==> config.mk <==
export PLATFORM = sky130hd
export DESIGN_NAME = pll_serial_programming_frame_core
export DESIGN_NICKNAME = d
export VERILOG_FILES = /design/src/rtl/pspf_pkg.sv /design/src/rtl/pspf_front.sv /design/src/rtl/pspf_queue.sv /design/src/rtl/pspf_back.sv /design/src/rtl/pll_serial_programming_frame_core.sv
export SDC_FILE = /design/constraint.sdc
export NUM_CORES = 1
export LEC_CHECK = 0
export CAP_MARGIN = 20
export CORE_AREA = 3 3 113 115
export CTS_CLUSTER_DIAMETER = 50
export DETAILED_ROUTE_END_ITERATION = 10
export DIE_AREA = 0 0 116 118
export DONT_BUFFER_PORTS = 1
export PLACE_DENSITY = 0.77
export REMOVE_ABC_BUFFERS = 1
export SLEW_MARGIN = 20
export SYNTH_ARGS = -nofsm -noshare
export SYNTH_HDL_FRONTEND = slang
export SYNTH_SLANG_ARGS = --single-unit
export TNS_END_PERCENT = 50
==> constraint.sdc <==
create_clock -name clk -period 8.2 [get_ports clk]
set_input_delay 0.82 -clock clk [delete_from_list [all_inputs] [get_ports clk]]
set_output_delay 0.82 -clock clk [all_outputs]
set_load 0.05 [all_outputs]
==> src/rtl/pspf_pkg.sv <==
// ----------------------------------------------------------------------------
// pspf_pkg
// Shared constants and types for the PLL serial programming frame core.
// ----------------------------------------------------------------------------
package pspf_pkg;

  // default sizes of the programmable and reference words and the digit count
  localparam int PROG_BITS_DEF   = 17;
  localparam int REF_BITS_DEF    = 12;
  localparam int DIGIT_COUNT_DEF = 5;

  // fixed widths of the request fields
  localparam int NUM_DIGIT_FIELDS = 5;
  localparam int DIGIT_W          = 4;
  localparam int REF_IN_W         = 12;

  // option word, bit 0 goes out first
  localparam int               OPTION_LEN  = 11;
  localparam logic [OPTION_LEN-1:0] OPTION_WORD = 11'b100_0001_1000;

  typedef logic [1:0]         unit_t;
  typedef logic [DIGIT_W-1:0] digit_t;

  localparam unit_t UNIT_FM_TX = 2'd0;
  localparam unit_t UNIT_CW_TX = 2'd1;
  localparam unit_t UNIT_FM_RX = 2'd2;
  localparam unit_t UNIT_NONE  = 2'd3;

  localparam logic PULSE_DATA   = 1'b0;
  localparam logic PULSE_STROBE = 1'b1;

endpackage

==> src/rtl/pspf_front.sv <==
// ----------------------------------------------------------------------------
// pspf_front
// Takes requests, drops unknown units and turns the decimal divider into
// binary one digit per cycle before handing the word to the queue.
// ----------------------------------------------------------------------------
module pspf_front #(
  parameter int PROG_BITS   = pspf_pkg::PROG_BITS_DEF,
  parameter int REF_BITS    = pspf_pkg::REF_BITS_DEF,
  parameter int DIGIT_COUNT = pspf_pkg::DIGIT_COUNT_DEF
) (
  input  logic                                clk,
  input  logic                                rst,
  input  logic                                in_valid,
  output logic                                in_stall,
  input  pspf_pkg::unit_t                     unit,
  input  logic [pspf_pkg::REF_IN_W-1:0]       ref_count,
  input  pspf_pkg::digit_t                    prog_digit_0,
  input  pspf_pkg::digit_t                    prog_digit_1,
  input  pspf_pkg::digit_t                    prog_digit_2,
  input  pspf_pkg::digit_t                    prog_digit_3,
  input  pspf_pkg::digit_t                    prog_digit_4,
  output logic                                q_push,
  input  logic                                q_full,
  output logic [2+REF_BITS+PROG_BITS-1:0]     q_data
);
  import pspf_pkg::*;

  localparam int CW      = $clog2(DIGIT_COUNT + 1);
  localparam int REF_EXT = REF_BITS + REF_IN_W;

  logic                 busy;
  logic [CW-1:0]        cnt;
  logic [PROG_BITS-1:0] acc;
  digit_t               dig [NUM_DIGIT_FIELDS];
  unit_t                unit_q;
  logic [REF_BITS-1:0]  ref_q;
  logic [REF_EXT-1:0]   ref_ext;
  logic                 accept;
  logic                 converting;

  assign ref_ext    = REF_EXT'(ref_count);
  assign in_stall   = busy;
  assign accept     = in_valid && !busy;
  assign converting = busy && (cnt != CW'(DIGIT_COUNT));
  assign q_push     = busy && (cnt == CW'(DIGIT_COUNT)) && !q_full;
  assign q_data     = {unit_q, ref_q, acc};

  always_ff @(posedge clk) begin
    if (rst) begin
      busy <= 1'b0;
      cnt  <= '0;
    end else if (accept) begin
      busy <= (unit != UNIT_NONE);
      cnt  <= '0;
    end else if (converting) begin
      cnt <= cnt + CW'(1);
    end else if (q_push) begin
      busy <= 1'b0;
    end
  end

  always_ff @(posedge clk) begin
    if (accept) begin
      unit_q <= unit;
      ref_q  <= ref_ext[REF_BITS-1:0];
      acc    <= '0;
      dig[0] <= prog_digit_0;
      dig[1] <= prog_digit_1;
      dig[2] <= prog_digit_2;
      dig[3] <= prog_digit_3;
      dig[4] <= prog_digit_4;
    end else if (converting) begin
      // acc * 10 + digit, kept modulo the word width
      acc <= (acc << 3) + (acc << 1) + PROG_BITS'(dig[0]);
      for (int i = 0; i < NUM_DIGIT_FIELDS - 1; i++) begin
        dig[i] <= dig[i+1];
      end
      dig[NUM_DIGIT_FIELDS-1] <= '0;
    end
  end

endmodule

==> src/rtl/pspf_queue.sv <==
// ----------------------------------------------------------------------------
// pspf_queue
// Two-entry queue between the converter and the serializer.
// ----------------------------------------------------------------------------
module pspf_queue #(
  parameter int WIDTH = 2 + pspf_pkg::REF_BITS_DEF + pspf_pkg::PROG_BITS_DEF
) (
  input  logic             clk,
  input  logic             rst,
  input  logic             push,
  input  logic [WIDTH-1:0] wr_data,
  output logic             full,
  input  logic             pop,
  output logic             valid,
  output logic [WIDTH-1:0] rd_data
);
  localparam int DEPTH = 2;

  logic [WIDTH-1:0] mem [DEPTH];
  logic             wptr;
  logic             rptr;
  logic [1:0]       count;
  logic             do_push;
  logic             do_pop;

  assign full    = (count == 2'(DEPTH));
  assign valid   = (count != 2'd0);
  assign do_push = push && !full;
  assign do_pop  = pop && valid;
  assign rd_data = mem[rptr];

  always_ff @(posedge clk) begin
    if (rst) begin
      wptr  <= 1'b0;
      rptr  <= 1'b0;
      count <= 2'd0;
    end else begin
      if (do_push) wptr <= ~wptr;
      if (do_pop)  rptr <= ~rptr;
      case ({do_push, do_pop})
        2'b10:   count <= count + 2'd1;
        2'b01:   count <= count - 2'd1;
        default: count <= count;
      endcase
    end
  end

  always_ff @(posedge clk) begin
    if (do_push) mem[wptr] <= wr_data;
  end

  a_count_bound: assert property (@(posedge clk) disable iff (rst)
    count <= 2'(DEPTH)) else $error("queue count overflow");

  a_no_push_full: assert property (@(posedge clk) disable iff (rst)
    !(push && full)) else $error("push into full queue");

endmodule

==> src/rtl/pspf_back.sv <==
// ----------------------------------------------------------------------------
// pspf_back
// Serializer: walks each frame word by word, holding while the output stalls, through
// option, reference and programmable words, each with group code and strobe, into an output register.
// ----------------------------------------------------------------------------
module pspf_back #(
  parameter int PROG_BITS = pspf_pkg::PROG_BITS_DEF,
  parameter int REF_BITS  = pspf_pkg::REF_BITS_DEF
) (
  input  logic                            clk,
  input  logic                            rst,
  input  logic                            q_valid,
  input  logic [2+REF_BITS+PROG_BITS-1:0] q_data,
  output logic                            q_pop,
  output logic                            out_valid,
  input  logic                            out_stall,
  output pspf_pkg::unit_t                 unit_sel,
  output logic                            pulse_kind,
  output logic                            data_bit,
  output logic                            last
);
  import pspf_pkg::*;

  localparam int OPT_END = OPTION_LEN;
  localparam int REF_LO  = OPT_END + 3;
  localparam int REF_HI  = REF_LO + REF_BITS;
  localparam int PROG_LO = REF_HI + 3;
  localparam int PROG_HI = PROG_LO + PROG_BITS;
  localparam int TOTAL   = PROG_HI + 3;
  localparam int PW      = $clog2(TOTAL);

  logic                  active;
  logic [PW-1:0]         pos;
  unit_t                 unit_r;
  logic [OPTION_LEN-1:0] opt_sr;
  logic [REF_BITS-1:0]   ref_sr;
  logic [PROG_BITS-1:0]  prog_sr;
  logic                  advance;
  logic                  emit;
  logic                  at_end;
  logic                  take;
  logic                  in_opt;
  logic                  in_ref;
  logic                  in_prog;
  logic                  ev_kind;
  logic                  ev_bit;
  logic                  ev_last;

  assign advance = !out_valid || !out_stall;
  assign emit    = active && advance;
  assign at_end  = (pos == PW'(TOTAL - 1));
  assign take    = q_valid && (!active || (emit && at_end));
  assign q_pop   = take;

  assign in_opt  = (pos < PW'(OPT_END));
  assign in_ref  = (pos >= PW'(REF_LO)) && (pos < PW'(REF_HI));
  assign in_prog = (pos >= PW'(PROG_LO)) && (pos < PW'(PROG_HI));

  always_comb begin
    ev_kind = PULSE_DATA;
    ev_bit  = 1'b0;
    ev_last = 1'b0;
    if (in_opt) begin
      ev_bit = opt_sr[0];
    end else if (in_ref) begin
      ev_bit = ref_sr[0];
    end else if (in_prog) begin
      ev_bit = prog_sr[0];
    end else if (pos == PW'(REF_HI) || pos == PW'(REF_HI + 1)) begin
      ev_bit = 1'b1;   // group code 11
    end else if (pos == PW'(PROG_HI)) begin
      ev_bit = 1'b1;   // group code 10, first bit
    end else if (pos == PW'(OPT_END + 2) || pos == PW'(REF_HI + 2)) begin
      ev_kind = PULSE_STROBE;
    end else if (at_end) begin
      ev_kind = PULSE_STROBE;
      ev_last = 1'b1;
    end
  end

  always_ff @(posedge clk) begin
    if (rst) begin
      active    <= 1'b0;
      pos       <= '0;
      out_valid <= 1'b0;
    end else begin
      if (take) begin
        active <= 1'b1;
        pos    <= '0;
      end else if (emit) begin
        if (at_end) active <= 1'b0;
        pos <= pos + PW'(1);
      end
      if (advance) out_valid <= active;
    end
  end

  always_ff @(posedge clk) begin
    if (take) begin
      {unit_r, ref_sr, prog_sr} <= q_data;
      opt_sr <= OPTION_WORD;
    end else if (emit) begin
      if (in_opt)  opt_sr  <= opt_sr >> 1;
      if (in_ref)  ref_sr  <= ref_sr >> 1;
      if (in_prog) prog_sr <= prog_sr >> 1;
    end
  end

  always_ff @(posedge clk) begin
    if (emit) begin
      unit_sel   <= unit_r;
      pulse_kind <= ev_kind;
      data_bit   <= ev_bit;
      last       <= ev_last;
    end
  end

  a_pos_range: assert property (@(posedge clk) disable iff (rst)
    active |-> pos <= PW'(TOTAL - 1)) else $error("frame position out of range");

  a_last_strobe: assert property (@(posedge clk) disable iff (rst)
    (out_valid && last) |-> (pulse_kind == PULSE_STROBE && data_bit == 1'b0))
    else $error("last word is not a strobe");

  a_pop_valid: assert property (@(posedge clk) disable iff (rst)
    q_pop |-> q_valid) else $error("pop from empty queue");

endmodule

==> src/rtl/pll_serial_programming_frame_core.sv <==
// ----------------------------------------------------------------------------
// pll_serial_programming_frame_core
// Path: an accepted request passes through digit conversion, the queue and
//   the serializer register before its first word reaches the output.
// Frame: 20 + REF_BITS + PROG_BITS words (49 by default), emitted by the
//   serializer one word per cycle while out_stall is low.
// Reset: synchronous rst empties converter, queue and serializer at once.
// ----------------------------------------------------------------------------
module pll_serial_programming_frame_core #(
  parameter int PROG_BITS   = pspf_pkg::PROG_BITS_DEF,
  parameter int REF_BITS    = pspf_pkg::REF_BITS_DEF,
  parameter int DIGIT_COUNT = pspf_pkg::DIGIT_COUNT_DEF
) (
  input  logic                          clk,
  input  logic                          rst,
  input  logic                          in_valid,
  output logic                          in_stall,
  input  pspf_pkg::unit_t               unit,
  input  logic [pspf_pkg::REF_IN_W-1:0] ref_count,
  input  pspf_pkg::digit_t              prog_digit_0,
  input  pspf_pkg::digit_t              prog_digit_1,
  input  pspf_pkg::digit_t              prog_digit_2,
  input  pspf_pkg::digit_t              prog_digit_3,
  input  pspf_pkg::digit_t              prog_digit_4,
  output logic                          out_valid,
  input  logic                          out_stall,
  output pspf_pkg::unit_t               unit_sel,
  output logic                          pulse_kind,
  output logic                          data_bit,
  output logic                          last
);
  import pspf_pkg::*;

  localparam int QW = 2 + REF_BITS + PROG_BITS;

  logic          push;
  logic          full;
  logic [QW-1:0] wr_data;
  logic          pop;
  logic          qv;
  logic [QW-1:0] rd_data;

  pspf_front #(
    .PROG_BITS  (PROG_BITS),
    .REF_BITS   (REF_BITS),
    .DIGIT_COUNT(DIGIT_COUNT)
  ) u_front (
    .clk         (clk),
    .rst         (rst),
    .in_valid    (in_valid),
    .in_stall    (in_stall),
    .unit        (unit),
    .ref_count   (ref_count),
    .prog_digit_0(prog_digit_0),
    .prog_digit_1(prog_digit_1),
    .prog_digit_2(prog_digit_2),
    .prog_digit_3(prog_digit_3),
    .prog_digit_4(prog_digit_4),
    .q_push      (push),
    .q_full      (full),
    .q_data      (wr_data)
  );

  pspf_queue #(
    .WIDTH(QW)
  ) u_queue (
    .clk    (clk),
    .rst    (rst),
    .push   (push),
    .wr_data(wr_data),
    .full   (full),
    .pop    (pop),
    .valid  (qv),
    .rd_data(rd_data)
  );

  pspf_back #(
    .PROG_BITS(PROG_BITS),
    .REF_BITS (REF_BITS)
  ) u_back (
    .clk       (clk),
    .rst       (rst),
    .q_valid   (qv),
    .q_data    (rd_data),
    .q_pop     (pop),
    .out_valid (out_valid),
    .out_stall (out_stall),
    .unit_sel  (unit_sel),
    .pulse_kind(pulse_kind),
    .data_bit  (data_bit),
    .last      (last)
  );

endmodule
==> run metrics <==
post-layout util 70.5%; leading area contributor after synthesis edfxtp_1; initial antenna violation count 0; DRC 0; vias in the first global route 4489; register area share after synthesis 63.5%; Final Setup Violations 0; maximum number of pins on one net before global-route repair 64; Critical Setup Path Class flop to flop; Mean Syn Cell Area 12.3 um^2; Clk pwr share 31.0%; Clock Latency Late Sink 0.43 ns; RSZ-0062 raised after global routing no; Final Max Slew Viols 0; dpl cells 745; DRT Wirelength 12700 um; Post-DRT Antenna Nets 0; FF+latch count, synth 177; PortBufs 0; Sequential Power Share 46.8%; worst slew pin tran 1.04 ns; root buf cell clkbuf_16; NetSw 812 uW; Worst VDD drop 0.000167 V; final antenna diode count 0; Post-Layout Cell Count 777; Setup Fix Bufs, Post-CTS 0; share of the synthesized area in the top cell type 51.7%; status finished, final reports clean; R2R Setup Slk 5.21 ns; wire per inst 16.4 um; asr flop ratio synth 0%; CTS max path bufs 2; CTS H-tree depth 4; internal power 1.84 mW; switch share 30.6%; cells after synthesis 622; CTS clock-pin slew for the worst setup and hold paths 0.06 ns; cts hold-fix bufs 0; total congestion overflow 0; Comb pwr share 22.2%; period utilization 36.5%; share of cells above drive strength 1 8.41%; first-pass GRT wire length 21100 um; Mapped Area 7660 um^2; max cap viols 0; fmax 0.334 GHz; crit path capture type flop; Initial Util 64.3%; Final Hold Viols 0; EDFF count, synth 132; Post-layout nets 693; Slew HR 30.8%; GRT Overall Usage 19.7%; clk_skew 0.00782 ns; Ports 45; Avg Vias per Cell 5.75; Synth Flop Type edfxtp_1; row count 40; Worst EP arrival 3.35 ns; CTS sink cnt 177; Layout area overhead 9.55%; GP Congestion 0.874; leakage power 3.21 nW; Worst Setup Start Kind flop; CTS tree done; Pre-antenna DRT Iters 5; worst hold slack 0.426 ns; Pwr Total 2.66 mW; Die Y 118 um; initial DRC count 287; vias post-DR 4470; CTS Buf Count 17; top cells by area, synth edfxtp_1, dfxtp_1, ha_1, mux2i_1, nand2_1; cells resized by post-CTS repair 0; PD cells 316 nW/um^2; HPWL after DPL 8060 um; Hold Path Class flop to flop; Ys Warns 0; Worst Path Max Fanout 63; Yosys cell types 53; DIE WIDTH 116 um; Worst EP required 8.56 ns; core area 11900 um^2; Fin Setup TNS 0 ns; Die ar. 13700 um^2; minimum clock period after layout 2.99 ns
==> placed cells by master (no fill, tap or decap), types with 5 or more instances in the layout <==
master and n:
o21ai_1 25, dfxtp_1 44, clkbuf_16 20, o31ai_1 5, ha_1 36, nor3_1 14
xor2_1 9, buf_4 6, xnor2_1 11, nand2_1 101, nor2_1 32, inv_1 17
edfxtp_1 132, nand3_1 23, a21oi_1 17, mux2i_1 42, o21ai_0 19, nor2b_1 6
==> power groups by stage <==
stage	sequential, mW	clock, mW	combinational (mW)
floorplan	1.22	0	0.476
global placement	1.25	0	0.557
detailed placement	1.26	0	0.586
CTS	1.24	0.837	0.593
global route	1.26	0.870	0.674
finish	1.24	0.824	0.590
==> worst max-delay path, cell delays in order, from the launching register on <==
cell and delay, ns:
dfxtp_1 0.67, and2_1 0.28, o41ai_4 0.11, o21ai_4 0.07, buf_4 0.49, clkinv_2 0.37
ha_1 0.42, or3_1 0.37, a21oi_1 0.13
==> cell type report <==
cell class,count,area [um^2]
fill,834,3520
clock buffer,24,538
timing repair buffer,6,45.0
tap,147,184
multi-input combinational,397,2610
sequential,177,4870
clock inverter,8,81.3
inverter,18,68.8
==> routing by layer <==
layer / global-route usage, % / routed length [um]
met1: 25.8 / 5760
met4: 8.05 / 277
met5: 0 / 0
met3: 5.55 / 437
met2: 31.1 / 6250
==> cells in the mapped netlist, types with 3 or more instances <==
cell	n
nand4_1	4
o21ai_0	19
inv_1	17
o31ai_1	5
o21a_1	4
buf_2	14
o211ai_1	3
mux2i_1	42
o21ai_1	25
a21oi_1	18
nor2b_1	6
nand2_1	101
nand3_1	23
xnor2_1	11
xor2_1	9
edfxtp_1	132
nor3_1	14
ha_1	36
clkbuf_1	14
a211oi_1	3
nor2_1	34
dfxtp_1	45
a211o_1	3
==> final timing paths <==
| check | start | end | depth (start not counted) |
|---|---|---|---|
| worst max-delay path | u_back.out_valid | u_queue.count[1] | 8 |
| worst min-delay path | u_back.unit_r[0] | u_back.unit_sel[0] | 0 |
| worst max register to register | u_back.out_valid | u_queue.count[1] | 8 |
| worst min register to register | u_back.unit_r[0] | u_back.unit_sel[0] | 0 |
==> per-stage QoR <==
stage          area (um^2)  setup WS [ns]
5_1_grt               8390           4.96
2_1_floorplan         7530           4.91
4_1_cts               8390           5.17
3_5_place_dp          7770           5.10
3_3_place_gp          7770           5.15
6_report              8390           5.21
==> logic make-up (layout without fill, tap and decap cells) <==
logic type | count (synthesis) | count (layout) | share of synthesized area, %
AND/OR/NAND/NOR | 195 | 195 | 11.1
flip-flops | 177 | 177 | 63.5
AO/OA/AOI/OAI | 100 | 100 | 8.34
buffers and inverters | 48 | 56 | 2.65
multiplexers | 44 | 44 | 5.78
adder cells (fa/ha/maj) | 38 | 38 | 6.40
XOR/XNOR | 20 | 20 | 2.29
==> flip-flops by register name (all words and copies together) (netlist names), 3 cells and up, named ones only <==
| signal | count |
|---|---|
| u_back.opt_sr | 11 |
| u_back.pos | 6 |
| u_back.prog_sr | 17 |
| u_back.ref_sr | 12 |
| u_front.acc | 17 |
| u_front.cnt | 3 |
| u_front.dig | 20 |
| u_front.ref_q | 12 |
| u_queue.mem | 62 |
(Power assumes the default switching activity.)
